===== src/rtl/core/rclp_pkg.sv =====
// rclp_pkg: constants, phase encoding and control types of the RC link frame parser.
// Used by rclp_crc8, rclp_unpack and rc_link_frame_parser; depends on nothing.
`timescale 1ns / 1ps

package rclp_pkg;

	localparam int MAX_FRAME_BYTES = 64;
	localparam int CNT_W           = $clog2(MAX_FRAME_BYTES + 1);
	localparam int LEN_CMP_W       = 9;

	localparam logic [7:0] SYNC_BYTE     = 8'hC8;
	localparam logic [7:0] TYPE_CHANNELS = 8'h16;
	localparam logic [7:0] CRC_POLY      = 8'hD5;
	localparam int         MIN_FRAME     = 4;

	localparam int CHAN_BITS    = 11;
	localparam int NUM_CHANNELS = 16;
	localparam int CH_TOTAL     = NUM_CHANNELS * CHAN_BITS;
	localparam int CH_BYTES     = (CH_TOTAL + 7) / 8;
	localparam int CH_FIRST     = 3;
	localparam int CH_LAST      = CH_FIRST + CH_BYTES - 1;
	localparam int IDX_W        = $clog2(CH_BYTES);
	localparam int CHI_W        = $clog2(NUM_CHANNELS);
	localparam int BITC_W       = $clog2(CHAN_BITS);

	typedef enum logic [1:0] {
		PH_SYNC  = 2'd0,
		PH_LEN   = 2'd1,
		PH_FRAME = 2'd2
	} phase_t;

	typedef struct packed {
		logic             wr_en;
		logic [IDX_W-1:0] wr_idx;
		logic [7:0]       wr_data;
		logic             start;
	} unp_ctl_t;

endpackage


===== src/rtl/core/rc_link_frame_parser.sv =====
// rc_link_frame_parser: top level; sync/length/frame sequencing of received bytes.
// Depends on rclp_pkg, rclp_crc8 and rclp_unpack.
//
//   channel | handshake            | payload
//   --------+----------------------+----------------------------------------------
//   in      | in_valid, in_stall   | rx_byte[7:0]
//   out     | out_valid, out_stall | channel_index[3:0], channel_value[10:0],
//           |                      | last_channel
//
// Sync and length bytes, and the last byte of a frame, are accepted without a CRC stall.
// Type and payload bytes feed the bit-serial CRC: in_stall stays high as each is shifted.
// A good channel frame unpacks by a one-bit rotation of the 176-bit channel buffer,
// one transaction per 11-bit channel; in_stall stays high until channel 15 is taken.
// out_stall freezes the rotation at the next finished channel. Reset clears the buffer.
`timescale 1ns / 1ps

module rc_link_frame_parser (
	input  logic        clk,
	input  logic        arst_n,
	input  logic        in_valid,
	output logic        in_stall,
	input  logic [7:0]  rx_byte,
	output logic        out_valid,
	input  logic        out_stall,
	output logic [3:0]  channel_index,
	output logic [10:0] channel_value,
	output logic        last_channel
);

	localparam int CW = rclp_pkg::CNT_W;

	rclp_pkg::phase_t           ph_q;
	rclp_pkg::phase_t           ph_d;
	logic [CW-1:0]              bc_q;
	logic [CW-1:0]              bc_d;
	logic [CW-1:0]              flen_q;
	logic [CW-1:0]              flen_d;
	logic [7:0]                 type_q;
	logic                       type_we;
	logic [7:0]                 flen8;
	logic [CW-1:0]              bc_inc;
	logic [rclp_pkg::IDX_W-1:0] idx_full;
	logic                       acc;
	logic                       crc_clr;
	logic                       crc_load;
	logic [7:0]                 crc;
	logic                       crc_busy;
	logic                       unp_busy;
	rclp_pkg::unp_ctl_t         ctl;

	assign acc      = in_valid && !in_stall;
	assign in_stall = crc_busy || unp_busy;
	assign flen8    = rx_byte + 8'd2;
	assign bc_inc   = bc_q + CW'(1);
	assign idx_full = rclp_pkg::IDX_W'(bc_q - CW'(rclp_pkg::CH_FIRST));

	always_ff @(posedge clk or negedge arst_n) begin
		if (!arst_n) begin
			ph_q <= rclp_pkg::PH_SYNC;
		end else begin
			ph_q <= ph_d;
		end
	end

	always_ff @(posedge clk or negedge arst_n) begin
		if (!arst_n) begin
			bc_q   <= '0;
			flen_q <= '0;
		end else begin
			bc_q   <= bc_d;
			flen_q <= flen_d;
		end
	end

	always_ff @(posedge clk) begin
		if (type_we) begin
			type_q <= rx_byte;
		end
	end

	always_comb begin
		ph_d        = ph_q;
		bc_d        = bc_q;
		flen_d      = flen_q;
		type_we     = 1'b0;
		crc_clr     = 1'b0;
		crc_load    = 1'b0;
		ctl.wr_en   = 1'b0;
		ctl.wr_idx  = idx_full;
		ctl.wr_data = rx_byte;
		ctl.start   = 1'b0;
		if (acc) begin
			case (ph_q)
				rclp_pkg::PH_LEN: begin
					if (flen8 < 8'(rclp_pkg::MIN_FRAME) ||
					    rclp_pkg::LEN_CMP_W'(flen8) >
					    rclp_pkg::LEN_CMP_W'(rclp_pkg::MAX_FRAME_BYTES)) begin
						ph_d = rclp_pkg::PH_SYNC;
					end else begin
						bc_d    = CW'(2);
						flen_d  = CW'(flen8);
						crc_clr = 1'b1;
						ph_d    = rclp_pkg::PH_FRAME;
					end
				end
				rclp_pkg::PH_FRAME: begin
					type_we   = (bc_q == CW'(2));
					ctl.wr_en = bc_q inside {[CW'(rclp_pkg::CH_FIRST):CW'(rclp_pkg::CH_LAST)]};
					if (bc_inc < flen_q) begin
						crc_load = 1'b1;
						bc_d     = bc_inc;
					end else begin
						ph_d      = rclp_pkg::PH_SYNC;
						bc_d      = '0;
						ctl.start = (crc == rx_byte) && (type_q == rclp_pkg::TYPE_CHANNELS);
					end
				end
				default: begin
					ph_d = rclp_pkg::PH_SYNC;
					if (rx_byte == rclp_pkg::SYNC_BYTE) begin
						bc_d = CW'(1);
						ph_d = rclp_pkg::PH_LEN;
					end
				end
			endcase
		end
	end

	rclp_crc8 u_crc (
		.clk    (clk),
		.arst_n (arst_n),
		.clr    (crc_clr),
		.load   (crc_load),
		.din    (rx_byte),
		.crc    (crc),
		.busy   (crc_busy)
	);

	rclp_unpack u_unpack (
		.clk           (clk),
		.arst_n        (arst_n),
		.ctl           (ctl),
		.busy          (unp_busy),
		.out_valid     (out_valid),
		.out_stall     (out_stall),
		.channel_index (channel_index),
		.channel_value (channel_value),
		.last_channel  (last_channel)
	);

	a_no_rx_during_burst: assert property (@(posedge clk) disable iff (!arst_n)
		out_valid |-> in_stall)
		else $error("input accepted while channels are pending");

	a_burst_after_frame: assert property (@(posedge clk) disable iff (!arst_n)
		out_valid |-> (ph_q == rclp_pkg::PH_SYNC))
		else $error("channel burst outside sync hunt");

	a_index_advance: assert property (@(posedge clk) disable iff (!arst_n)
		(out_valid && !out_stall && !last_channel) |=>
		(!out_valid || channel_index == $past(channel_index) + 4'd1))
		else $error("channel index skipped");

	a_crc_exclusive: assert property (@(posedge clk) disable iff (!arst_n)
		!(crc_busy && unp_busy))
		else $error("crc and unpack busy together");

endmodule


===== src/rtl/core/rclp_crc8.sv =====
// rclp_crc8: bit-serial CRC-8 (polynomial 0xD5), one data bit per cycle, MSB first.
// Depends on rclp_pkg.
`timescale 1ns / 1ps

module rclp_crc8 (
	input  logic       clk,
	input  logic       arst_n,
	input  logic       clr,
	input  logic       load,
	input  logic [7:0] din,
	output logic [7:0] crc,
	output logic       busy
);

	logic [7:0] sh_q;
	logic [7:0] crc_q;
	logic [2:0] cnt_q;
	logic       busy_q;
	logic       fb;

	assign fb   = crc_q[7] ^ sh_q[7];
	assign crc  = crc_q;
	assign busy = busy_q;

	always_ff @(posedge clk or negedge arst_n) begin
		if (!arst_n) begin
			crc_q  <= '0;
			cnt_q  <= '0;
			busy_q <= 1'b0;
		end else if (clr) begin
			crc_q  <= '0;
			busy_q <= 1'b0;
		end else if (load) begin
			cnt_q  <= '0;
			busy_q <= 1'b1;
		end else if (busy_q) begin
			crc_q <= {crc_q[6:0], 1'b0} ^ (fb ? rclp_pkg::CRC_POLY : 8'h00);
			cnt_q <= cnt_q + 3'd1;
			if (cnt_q == 3'd7) begin
				busy_q <= 1'b0;
			end
		end
	end

	always_ff @(posedge clk) begin
		if (load) begin
			sh_q <= din;
		end else if (busy_q) begin
			sh_q <= {sh_q[6:0], 1'b0};
		end
	end

endmodule


===== src/rtl/core/rclp_unpack.sv =====
// rclp_unpack: holds the frame's channel bytes and rotates them out one bit per cycle
// when out_stall allows, into 11-bit channel transactions. Depends on rclp_pkg.
`timescale 1ns / 1ps

module rclp_unpack (
	input  logic                           clk,
	input  logic                           arst_n,
	input  rclp_pkg::unp_ctl_t             ctl,
	output logic                           busy,
	output logic                           out_valid,
	input  logic                           out_stall,
	output logic [rclp_pkg::CHI_W-1:0]     channel_index,
	output logic [rclp_pkg::CHAN_BITS-1:0] channel_value,
	output logic                           last_channel
);

	localparam int TOT = rclp_pkg::CH_TOTAL;
	localparam int CB  = rclp_pkg::CHAN_BITS;

	logic [TOT-1:0]                   chan_q;
	logic [CB-1:0]                    ch_sh_q;
	logic [rclp_pkg::BITC_W-1:0]      bit_cnt_q;
	logic [rclp_pkg::CHI_W-1:0]       ch_idx_q;
	logic                             active_q;
	logic                             ov_q;
	logic [rclp_pkg::CHI_W-1:0]       oidx_q;
	logic [CB-1:0]                    oval_q;
	logic                             olast_q;
	logic [rclp_pkg::IDX_W+2:0]       wr_pos;
	logic                             chan_done;
	logic                             hold;
	logic                             step;
	logic                             emit;

	assign wr_pos    = {ctl.wr_idx, 3'b000};
	assign chan_done = (bit_cnt_q == rclp_pkg::BITC_W'(CB - 1));
	assign hold      = chan_done && ov_q && out_stall;
	assign step      = active_q && !hold;
	assign emit      = step && chan_done;

	assign busy          = active_q || ov_q;
	assign out_valid     = ov_q;
	assign channel_index = oidx_q;
	assign channel_value = oval_q;
	assign last_channel  = olast_q;

	// buffer contents survive across frames; reset clears them
	always_ff @(posedge clk or negedge arst_n) begin
		if (!arst_n) begin
			chan_q <= '0;
		end else if (ctl.wr_en) begin
			chan_q[wr_pos +: 8] <= ctl.wr_data;
		end else if (step) begin
			chan_q <= {chan_q[0], chan_q[TOT-1:1]};
		end
	end

	always_ff @(posedge clk or negedge arst_n) begin
		if (!arst_n) begin
			active_q  <= 1'b0;
			bit_cnt_q <= '0;
			ch_idx_q  <= '0;
			ov_q      <= 1'b0;
		end else begin
			if (ctl.start) begin
				active_q  <= 1'b1;
				bit_cnt_q <= '0;
				ch_idx_q  <= '0;
			end else if (step) begin
				if (chan_done) begin
					bit_cnt_q <= '0;
					ch_idx_q  <= ch_idx_q + rclp_pkg::CHI_W'(1);
					if (ch_idx_q == rclp_pkg::CHI_W'(rclp_pkg::NUM_CHANNELS - 1)) begin
						active_q <= 1'b0;
					end
				end else begin
					bit_cnt_q <= bit_cnt_q + rclp_pkg::BITC_W'(1);
				end
			end
			if (emit) begin
				ov_q <= 1'b1;
			end else if (ov_q && !out_stall) begin
				ov_q <= 1'b0;
			end
		end
	end

	always_ff @(posedge clk) begin
		if (step) begin
			ch_sh_q <= {chan_q[0], ch_sh_q[CB-1:1]};
		end
		if (emit) begin
			oidx_q  <= ch_idx_q;
			oval_q  <= {chan_q[0], ch_sh_q[CB-1:1]};
			olast_q <= (ch_idx_q == rclp_pkg::CHI_W'(rclp_pkg::NUM_CHANNELS - 1));
		end
	end

endmodule


===== config.mk =====
export PLATFORM = sky130hd
export DESIGN_NAME = rc_link_frame_parser
export DESIGN_NICKNAME = d
export VERILOG_FILES = /design/src/rtl/core/rclp_pkg.sv /design/src/rtl/core/rc_link_frame_parser.sv /design/src/rtl/core/rclp_crc8.sv /design/src/rtl/core/rclp_unpack.sv
export SDC_FILE = /design/constraint.sdc
export NUM_CORES = 1
export LEC_CHECK = 0
export ABC_AREA = 1
export BUFFER_PORTS_ARGS = -buffer_cell sky130_fd_sc_hd__buf_2
export CAP_MARGIN = 10
export CORE_UTILIZATION = 40
export CTS_CLUSTER_SIZE = 20
export DETAILED_ROUTE_END_ITERATION = 7
export GPL_ROUTABILITY_DRIVEN = 0
export PLACE_DENSITY_LB_ADDON = 0.3
export SLEW_MARGIN = 15
export SYNTH_ARGS = -nofsm -noshare
export SYNTH_HDL_FRONTEND = slang
export SYNTH_HIERARCHICAL = 1
export SYNTH_SLANG_ARGS = --single-unit

===== constraint.sdc =====
create_clock -name clk -period 3.1 [get_ports clk]
set_clock_uncertainty 0.2 [all_clocks]
set_input_delay 0.31 -clock clk [delete_from_list [all_inputs] [get_ports clk]]
set_output_delay 0.31 -clock clk [all_outputs]
set_load 0.02 [all_outputs]

Yosys cells after proc, flatten, opt, wreduce, memory -nomap -nowiden

Index checks and enable logic that the tools add are counted.
Widths: inputs -> output; s select.

Register bits: 257
Output and inout bits: 18

Add/subtract/negate cells: 7
Equal/unequal tests: 12
Bitwise gates (word level): 4
Magnitude comparators: 5
Multiplexer cells: 48
Reductions and logical operators: 29
Shift operators: 2

Operators by type and width:

| operator                 | count |
|---|---|
| $mux 176                 | 2 |
| $bwmux 176               | 1 |
| $shift 8x10->176 const A | 1 |
| $shiftx 8x10->176        | 1 |
| $mux 8                   | 6 |
| $mux 1                   | 24 |
| $mux 4                   | 6 |
| $mux 7                   | 3 |
| $pmux 7 s2               | 1 |
| $reduce_bool 2->1        | 7 |
| $neg 8->10               | 1 |
| $reduce_and 3->1         | 3 |
| $add 4x1->4 const B      | 2 |
| $add 8x2->8 const B      | 1 |
| $eq 4x4->1 const B       | 2 |
| $eq 8x5->1 const B       | 1 |
| $eq 8x8->1               | 1 |
| $eq 8x8->1 const B       | 1 |
| $gt 8x7->1 const B       | 1 |
| $logic_and 1x1->1        | 8 |
| $lt 8x3->1 const B       | 1 |
| $reduce_and 2->1         | 4 |
| $xor 8x8->8              | 1 |
| $add 7x1->7 const B      | 1 |
| 18 further kinds         | 27 |

Logic depth before layout (Yosys ltp)

Gate-level depths: netlist (run 1).

Word-level depth: 8
Gate-level depth with buffers: 21

Hierarchy

Netlist (run 1), hierarchy kept.

By module, submodules not included:

| module               | seq. area each (um2) | cells an instance | times used | area an instance (um2) |
|---|---|---|---|---|
| rclp_unpack          | 5,435.2              | 1,234             | 1          | 10,485.1 |
| rc_link_frame_parser | 640.6                | 246               | 1          | 1,814.2 |
| rclp_crc8            | 540.5                | 101               | 1          | 960.9 |

Worst setup path after synthesis (run 1)

Ideal clock, no wire load.

Path kind: flip-flop to flip-flop
Start: reg u_unpack.ov_q (netlist: u_unpack/out_valid)
End: reg u_unpack.chan_q[135]
Clock period less this slack: 2.864 ns
Arrival: 2.547 ns
Setup slack: 0.236 ns
Stages on the path, launching flop included: 14
Data required time: 2.784 ns
Cells stage by stage: dfrtp_1 > or2_2 > inv_1 > nand3_1 > nor2_1 > inv_1 > nor4b_1 > clkinv_1 > nand2_1 > buf_2 > buf_2 > nand2_1 > nand2_1 > nand2_1

RTL lines:

| what                            | RTL line          | source |
|---|---|---|
| from (decl)                     | rclp_unpack.sv:25 | `logic ov_q;` |
| from (signal assigned)          | rclp_unpack.sv:63 | `ov_q <= 1'b0;` |
| from (signal assigned)          | rclp_unpack.sv:81 | `ov_q <= 1'b1;` |
| from (signal assigned)          | rclp_unpack.sv:83 | `ov_q <= 1'b0;` |
| to (signal, indexed assignment) | rclp_unpack.sv:52 | `chan_q[wr_pos +: 8] <= ctl.wr_data;` |
| to (signal assigned)            | rclp_unpack.sv:54 | `chan_q <= {chan_q[0], chan_q[TOT-1:1]};` |
| to (decl)                       | rclp_unpack.sv:20 | `logic [TOT-1:0] chan_q;` |

==> results.toml, run 1 <==
[status]
status = "finished clean"

[timing]
final.period_utilization_pct = 96.3
finalWorstSetupSlack_ns = 0.116
final-setup-viol-count = 0
maxClockFrequency_mhz = 335
max_slew_margin_pct = 59.5
report.final.slew_viol_count = 0
min_period_ns = 2.98
rsz0062_at_grt = "yes"
report.final.hold_viol_count = 0
worst-slew-pin-transition_ns = 0.608

[setup_path]
critPathLaunchType = "flop"
crit_path_end_kind = "flop"
critical_path_start_end_classification = "reg -> reg"
worst_ep_arrival_time_ns = 3.27
worstPathMaxFanout = 10
worstPathRequired_ns = 3.38

[floorplanning]
core_area_mm2 = 0.0325
die_w_um = 184
design.die.area_mm2 = 0.0339
start_util_pct = 40.8
rows = 66
num_io_pins = 30
die_height_um = 184

[logic_synthesis]
synth_area_leaders = "sky130_fd_sc_hd__dfrtp_1 (40%), sky130_fd_sc_hd__nand3_1 (24%), sky130_fd_sc_hd__edfxtp_1 (9.5%)"
yosys_register_bits = 256
synth.cell_area_mm2 = 0.0133
synth-edff-count = 42
postSynthNetCount = 1614
synth_top_area_share_pct = 40.4
avgSynthCellArea_um2 = 8.39
synth-async-reset-ratio_pct = 83.6
postSynthCellCount = 1581
yosys_most_used_dff = "sky130_fd_sc_hd__dfrtp_1"
synth-warning-count = 6
seq_area_frac_synth_pct = 49.9
yosys.area.top_type = "sky130_fd_sc_hd__dfrtp_1"
post_synth_num_cell_types = 42

[global_route]
wire_length_of_the_first_global_routing_pass_mm = 58.8
grt_overflow_total = 0
grt_start_max_net_pins = 96
grt_pass1_vias = 10972
antenna_found_initial = 0
gr-usage-all-layers_pct = 21.5

[cells_and_area]
proportion_of_layout_cells_with_a_drive_suffix_above_1_pct = 14.8
layout.nets = 1666
diodes = 0
final_cell_area_mm2 = 0.0154
synthToLayoutAreaGrowth_pct = 15.8

[route]
first_iter_violations = 1188
drcViolationCount = 0
dr.pass1.iters = 6
postRouteWirelength_mm = 35.1
post_drt_wl_per_cell_um = 16.8
avgViaCountPerCell = 5.49
num_vias = 11516
final_antenna_net_count = 0

[clocking]
h_tree_depth = 1
clock_insertion_delay_worst_skew_ns = 0.57
cts_tree = "yes"
root_buffer = "sky130_fd_sc_hd__clkbuf_16"
cts_made_buffers = 29
clock-sinks = 256
clk_pin_slew_ns = 0.06
clock_tree.buffer_depth = 3

[hold_path]
hold_path.class = "in -> reg"

[run]
cap_viol_max_count = 0

[placed_design]
buffer_ports.inserted = 29
hpwlAfterDp_mm = 22.5
dpl_worst_slack_ns = 0.134
detailed_place.area_mm2 = 0.0142

[power_and_ir_drop]
worst_ir_drop_vdd_mv = 0.421
power.density_mw_per_mm2 = 501
cellLeakagePower_nw = 7.41
-- synthesized netlist by cell type (3+ instances only) --
library cell	n
sky130_fd_sc_hd__nand3_2	14
sky130_fd_sc_hd__inv_2	16
sky130_fd_sc_hd__clkinv_1	5
sky130_fd_sc_hd__buf_4	7
sky130_fd_sc_hd__edfxtp_1	42
sky130_fd_sc_hd__nand2_4	12
sky130_fd_sc_hd__a21boi_0	7
sky130_fd_sc_hd__nor2_1	68
sky130_fd_sc_hd__a21oi_1	8
sky130_fd_sc_hd__nand2_1	299
sky130_fd_sc_hd__dfrtp_1	214
sky130_fd_sc_hd__xor2_1	7
sky130_fd_sc_hd__nand3_1	630
sky130_fd_sc_hd__o21ai_1	3
sky130_fd_sc_hd__nand4_1	3
sky130_fd_sc_hd__buf_2	27
sky130_fd_sc_hd__nand2_2	21
sky130_fd_sc_hd__clkbuf_1	36
sky130_fd_sc_hd__buf_6	5
sky130_fd_sc_hd__nor2_2	9
sky130_fd_sc_hd__ha_1	21
sky130_fd_sc_hd__nor2_4	11
sky130_fd_sc_hd__inv_1	76
sky130_fd_sc_hd__o21ai_0	6
sky130_fd_sc_hd__o21ai_2	7
sky130_fd_sc_hd__o22ai_1	3
sky130_fd_sc_hd__nor3_1	3
-- flip-flops by register name, summed over array words and instances, names as in the netlist, 2 cells and up --
signal                  cells
bc_q                        7
flen_q                      7
ph_q                        2
type_q                      8
u_crc/cnt_q                 3
u_crc/crc                   8
u_crc/sh_q                  8
u_unpack/bit_cnt_q          4
u_unpack/ch_idx_q           4
u_unpack/ch_sh_q           10
u_unpack/chan_q           176
u_unpack/channel_index      4
u_unpack/channel_value     11
-- cell families (layout without fill, tap and decap cells) --
| kind of cell | count (synthesis) | count (layout) | share of synthesized area, % |
|---|---|---|---|
| adders and majority gates | 21 | 21 | 1.98 |
| xor gates and xnor gates | 9 | 9 | 0.594 |
| and+or+nand+nor | 1080 | 1081 | 39.7 |
| AOI/OAI and AO/OA | 41 | 41 | 2.06 |
| buffers and inverters | 174 | 248 | 5.73 |
| DFF | 256 | 256 | 49.9 |
-- repair_timing --
item / 4_1_cts / 5_1_grt
hold endpoints to repair: 115 / 0
endpoints found under the setup margin: 0 / 128
hold buffers: 6 / 0
buffers inserted: 0 / 3
resized for setup: 0 / 11
-- layout make-up --
cell class | instances | area, um^2
Fill cell | 3157 | 17200
Multi-Input combinational cell | 1152 | 5940
Timing Repair Buffer | 96 | 827
Clock inverter | 13 | 221
Sequential cell | 256 | 6620
Clock buffer | 41 | 811
Inverter | 98 | 380
Tap cell | 442 | 553
-- cells in the final DEF, fill, tap and decap left out, drive strengths merged --
| cell type | count |
|---|---|
| nand4 | 3 |
| nor4b | 1 |
| a21boi | 7 |
| nor2 | 90 |
| o211ai | 1 |
| bufinv | 6 |
| dlygate4sd3 | 6 |
| a21oi | 10 |
| o22ai | 3 |
| nor3 | 3 |
| o21bai | 1 |
| nand2 | 332 |
| dfrtp | 214 |
| nand3b | 1 |
| xor2 | 7 |
| edfxtp | 42 |
| or2 | 3 |
| xnor2 | 2 |
| clkinv | 9 |
| buf | 90 |
| clkbuf | 41 |
| o31ai | 1 |
| clkinvlp | 1 |
| nor4 | 2 |
| nand3 | 646 |
| ha | 21 |
| inv | 95 |
| a211oi | 2 |
| o21ai | 16 |
-- worst max-delay path, stage by stage (launching register included) --
cell and delay, ns:
sky130_fd_sc_hd__dfrtp_2 0.43, sky130_fd_sc_hd__ha_1 0.20, sky130_fd_sc_hd__nor2_1 0.13, sky130_fd_sc_hd__nand2_1 0.11
sky130_fd_sc_hd__xor2_1 0.36, sky130_fd_sc_hd__inv_1 0.14, sky130_fd_sc_hd__nand3_2 0.17, sky130_fd_sc_hd__buf_4 0.20
sky130_fd_sc_hd__nand3_1 0.11, sky130_fd_sc_hd__nor2_1 0.48, sky130_fd_sc_hd__nand3_1 0.17, sky130_fd_sc_hd__nand2_1 0.09
sky130_fd_sc_hd__nand2_1 0.05, sky130_fd_sc_hd__nand2_1 0.05
-- power breakdown --
part           switching [W]  internal [W]  total [W]
Clock                0.00142       0.00231    0.00373
Combinational       0.000401      0.000136   0.000537
Sequential        0.00000423       0.00342    0.00342
-- final timing paths --
kind	start	to	slack (ns)	depth (start not counted)
worst min register to register	u_unpack/ch_sh_q[1]	u_unpack/channel_value[0]	0.23	0
worst max-delay path	bc_q[1]	u_unpack/chan_q[63]	0.12	13
max in group asynchronous	arst_n	u_unpack/chan_q[120]	1.74	3
min in group asynchronous	arst_n	u_crc/crc[6]	0.14	2
worst max register to register	bc_q[1]	u_unpack/chan_q[63]	0.12	13
worst min-delay path	rx_byte[4]	type_q[4]	0.02	1
-- per-stage QoR --
| step | util [%] | power (W) | cells | TNS [ns] | hold WS (ns) |
|---|---|---|---|---|---|
| finish | 47.2 | 0.00769 | 2098 | 0 | 0.0238 |
| global route | 47.2 | 0.00794 | 2098 | -0.253 | 0.0168 |
| CTS | 46.9 | 0.00776 | 2094 | 0 | 0.00992 |
| detailed placement | 43.6 | 0.00400 | 2034 | 0 | 0.125 |
| global placement | 43.6 | 0.00400 | 2034 | 0 | 0.122 |
| floorplan | - | 0.00371 | 1581 | 0 | -0.186 |
-- layer usage --
layer  GRT usage (%)  share of wire (%)  vias to the layer above
met4            6.83                2.7                        0
li1                -                  -                     5508
met2            32.7                 45                      360
met3            2.93                5.7                       69
met5               0                  0                        -
met1            31.4                 46                     5579
No activity file was read; power rests on OpenSTA's default activity.
==> run 2: changes to the inputs <==
--- a/config.mk
+++ b/config.mk
@@ -8,11 +8,12 @@
 export ABC_AREA = 1
 export BUFFER_PORTS_ARGS = -buffer_cell sky130_fd_sc_hd__buf_2
 export CAP_MARGIN = 10
+export CORE_ASPECT_RATIO = 1.2
 export CORE_UTILIZATION = 40
 export CTS_CLUSTER_SIZE = 20
 export DETAILED_ROUTE_END_ITERATION = 7
 export GPL_ROUTABILITY_DRIVEN = 0
-export PLACE_DENSITY_LB_ADDON = 0.3
+export PLACE_DENSITY = 0.55
 export SLEW_MARGIN = 15
 export SYNTH_ARGS = -nofsm -noshare
 export SYNTH_HDL_FRONTEND = slang
==> results.toml, run 2 (synthesized netlist as in run 1, its figures left out) <==
[floorplanning]
core_area_mm2 = 0.0324
die_height_um = 201
num_io_pins = 30
die_w_um = 168
rows = 72
design.die.area_mm2 = 0.0339
start_util_pct = 40.9

[route]
num_vias = 11342
detailroute.wirelength.met2_mm = 17.3
first_iter_violations = 855
final_antenna_net_count = 0
routedLengthMet1_mm = 16.2
dr_wl_met3_mm = 1.44
post_drt_wl_per_cell_um = 17.4
postRouteWirelength_mm = 35.8
drcViolationCount = 0
highest_layer_used_for_signal_routing = "met4"
avgViaCountPerCell = 5.52
dr.pass1.iters = 5

[setup_path]
cp_cell_sequence = "or2_2 > inv_1 > nand3_1 > nor2_1 > inv_1 > nor4b_2 > buf_4 > nand3_2 > nor2_4 > nand2_2 > nand3_1 > nand2_1"
worstPathRequired_ns = 3.33
slowest_delay_ns = 0.40
critical_path_start_end_classification = "reg -> reg"
critical_path.slowest_cell = "sky130_fd_sc_hd__dfrtp_1"
reg2regPathDepth = 12
crit_path_end_kind = "flop"
worst_ep_arrival_time_ns = 3.11
critPathLaunchType = "flop"
worstPathMaxFanout = 9

[hold_path]
hold_path.class = "in -> async"

[clocking]
root_buffer = "sky130_fd_sc_hd__clkbuf_16"
cts_tree = "yes"
clock_insertion_delay_worst_skew_ns = 0.55
clk_pin_slew_ns = 0.06
cts_made_buffers = 28
clock_tree.buffer_depth = 3
clock-sinks = 256
h_tree_depth = 1

[power_and_ir_drop]
p_seq_share_pct = 46.4
comb_power_share_pct = 7.1
power_switching_w = 0.00178
switching_share_pct = 24.1
clk_network_pwr_share_pct = 46.5
worst_ir_drop_vdd_mv = 0.392
cellLeakagePower_nw = 7.34
power.density_mw_per_mm2 = 486
p_int_w = 0.00559

[timing]
final-setup-viol-count = 0
report.final.hold_viol_count = 0
rsz0062_at_grt = "no"
summed_negative_setup_slack_over_all_endpoints_ns = 0
min_period_ns = 2.87
worst-slew-pin-transition_ns = 0.680
max_slew_margin_pct = 54.6
final.period_utilization_pct = 92.7
maxClockFrequency_mhz = 348
report.final.slew_viol_count = 0

[run]
cap_viol_max_count = 0

[cells_and_area]
diodes = 0
most-common-layout-cells = "sky130_fd_sc_hd__nand3_1 (630), sky130_fd_sc_hd__nand2_1 (298), sky130_fd_sc_hd__dfrtp_1 (214), sky130_fd_sc_hd__inv_1 (76), sky130_fd_sc_hd__nor2_1 (65)"
layout_commonest_cell = "sky130_fd_sc_hd__nand3_1"
largest_register_ff_count = 176
proportion_of_layout_cells_with_a_drive_suffix_above_1_pct = 14.4
layout.nets = 1663
fin_util_pct = 46.8
top_reg_by_flops = "u_unpack/chan_q"
synthToLayoutAreaGrowth_pct = 14.4

[global_route]
grt_pass1_vias = 11101
grt_start_max_net_pins = 136
grt_overflow_total = 0
wire_length_of_the_first_global_routing_pass_mm = 59.7
antenna_found_initial = 0
gr-usage-all-layers_pct = 21.8

[placed_design]
hpwlAfterDp_mm = 23.1
buffer_ports.inserted = 29

[status]
status = "finished clean"
==> run 2: cell types whose count changed in the layout (fill, tap and decap cells not counted), sizes merged, moves of 2 or more <==
cell,previous run,this run
buf,90,87
bufinv,6,3
clkbuf,41,37
clkinvlp,1,3
==> run 2: what timing repair did <==
action / in CTS / in global routing
buffers inserted: 0 / 1
resized for setup: 0 / 7
endpoints found under the hold margin: 226 / 0
endpoints found under the setup margin: 0 / 39
hold buffers: 7 / 0
==> run 2: final cells by class <==
type	count	area [um^2]
well taps	407	509
multi-input cells	1152	5920
clock buffers	37	796
inverters	98	385
flip-flops and latches	256	6620
clock inverters	12	144
repair buffers	94	793
fillers	3252	17300
==> run 2: worst paths after layout <==
check	from	to	slack, ns
setup / recovery	u_unpack/out_valid	u_unpack/chan_q[133]	0.23
hold / removal	arst_n	u_crc/crc[2]	0.05
setup reg to reg	u_unpack/out_valid	u_unpack/chan_q[133]	0.23
hold reg to reg	u_unpack/ch_sh_q[1]	u_unpack/channel_value[0]	0.23
max in group asynchronous	arst_n	u_unpack/chan_q[48]	1.84
min in group clk	rx_byte[4]	u_unpack/chan_q[100]	0.05
==> run 2: power groups by stage <==
stage	Sequential (W)	Clock (W)	Combinational, W
global placement	0.00348	0	0.000523
global route	0.00342	0.00364	0.000575
CTS	0.00342	0.00352	0.000530
detailed placement	0.00348	0	0.000522
finish	0.00342	0.00342	0.000526
floorplan	0.00348	0	0.000224
==> run 2: per-layer routing <==
layer  global-route usage (%)  vias up
li1                         -     5491
met1                     30.0     5549
met2                     36.0      251
met3                     2.36       51
met4                     6.43        0
met5                        0        -
==> run 2: critical path, delay by kind of cell (launching register included) <==
family	cells	cell delay [ns]
buf+inv	3	0.38
flops	1	0.40
simple gates	9	1.78
==> run 2: stage by stage <==
step,power [W],area (um^2),hold slack [ns],instances,setup WS (ns)
after floorplan,0.00371,13300,-0.186,1581,0.236
after global placement,0.00400,14100,0.0540,1998,0.159
after detailed placement,0.00400,14100,0.0591,1998,0.146
after CTS,0.00747,15100,0.0311,2054,0.120
after global routing,0.00764,15200,0.0543,2056,0.00767
final,0.00737,15200,0.0525,2056,0.227
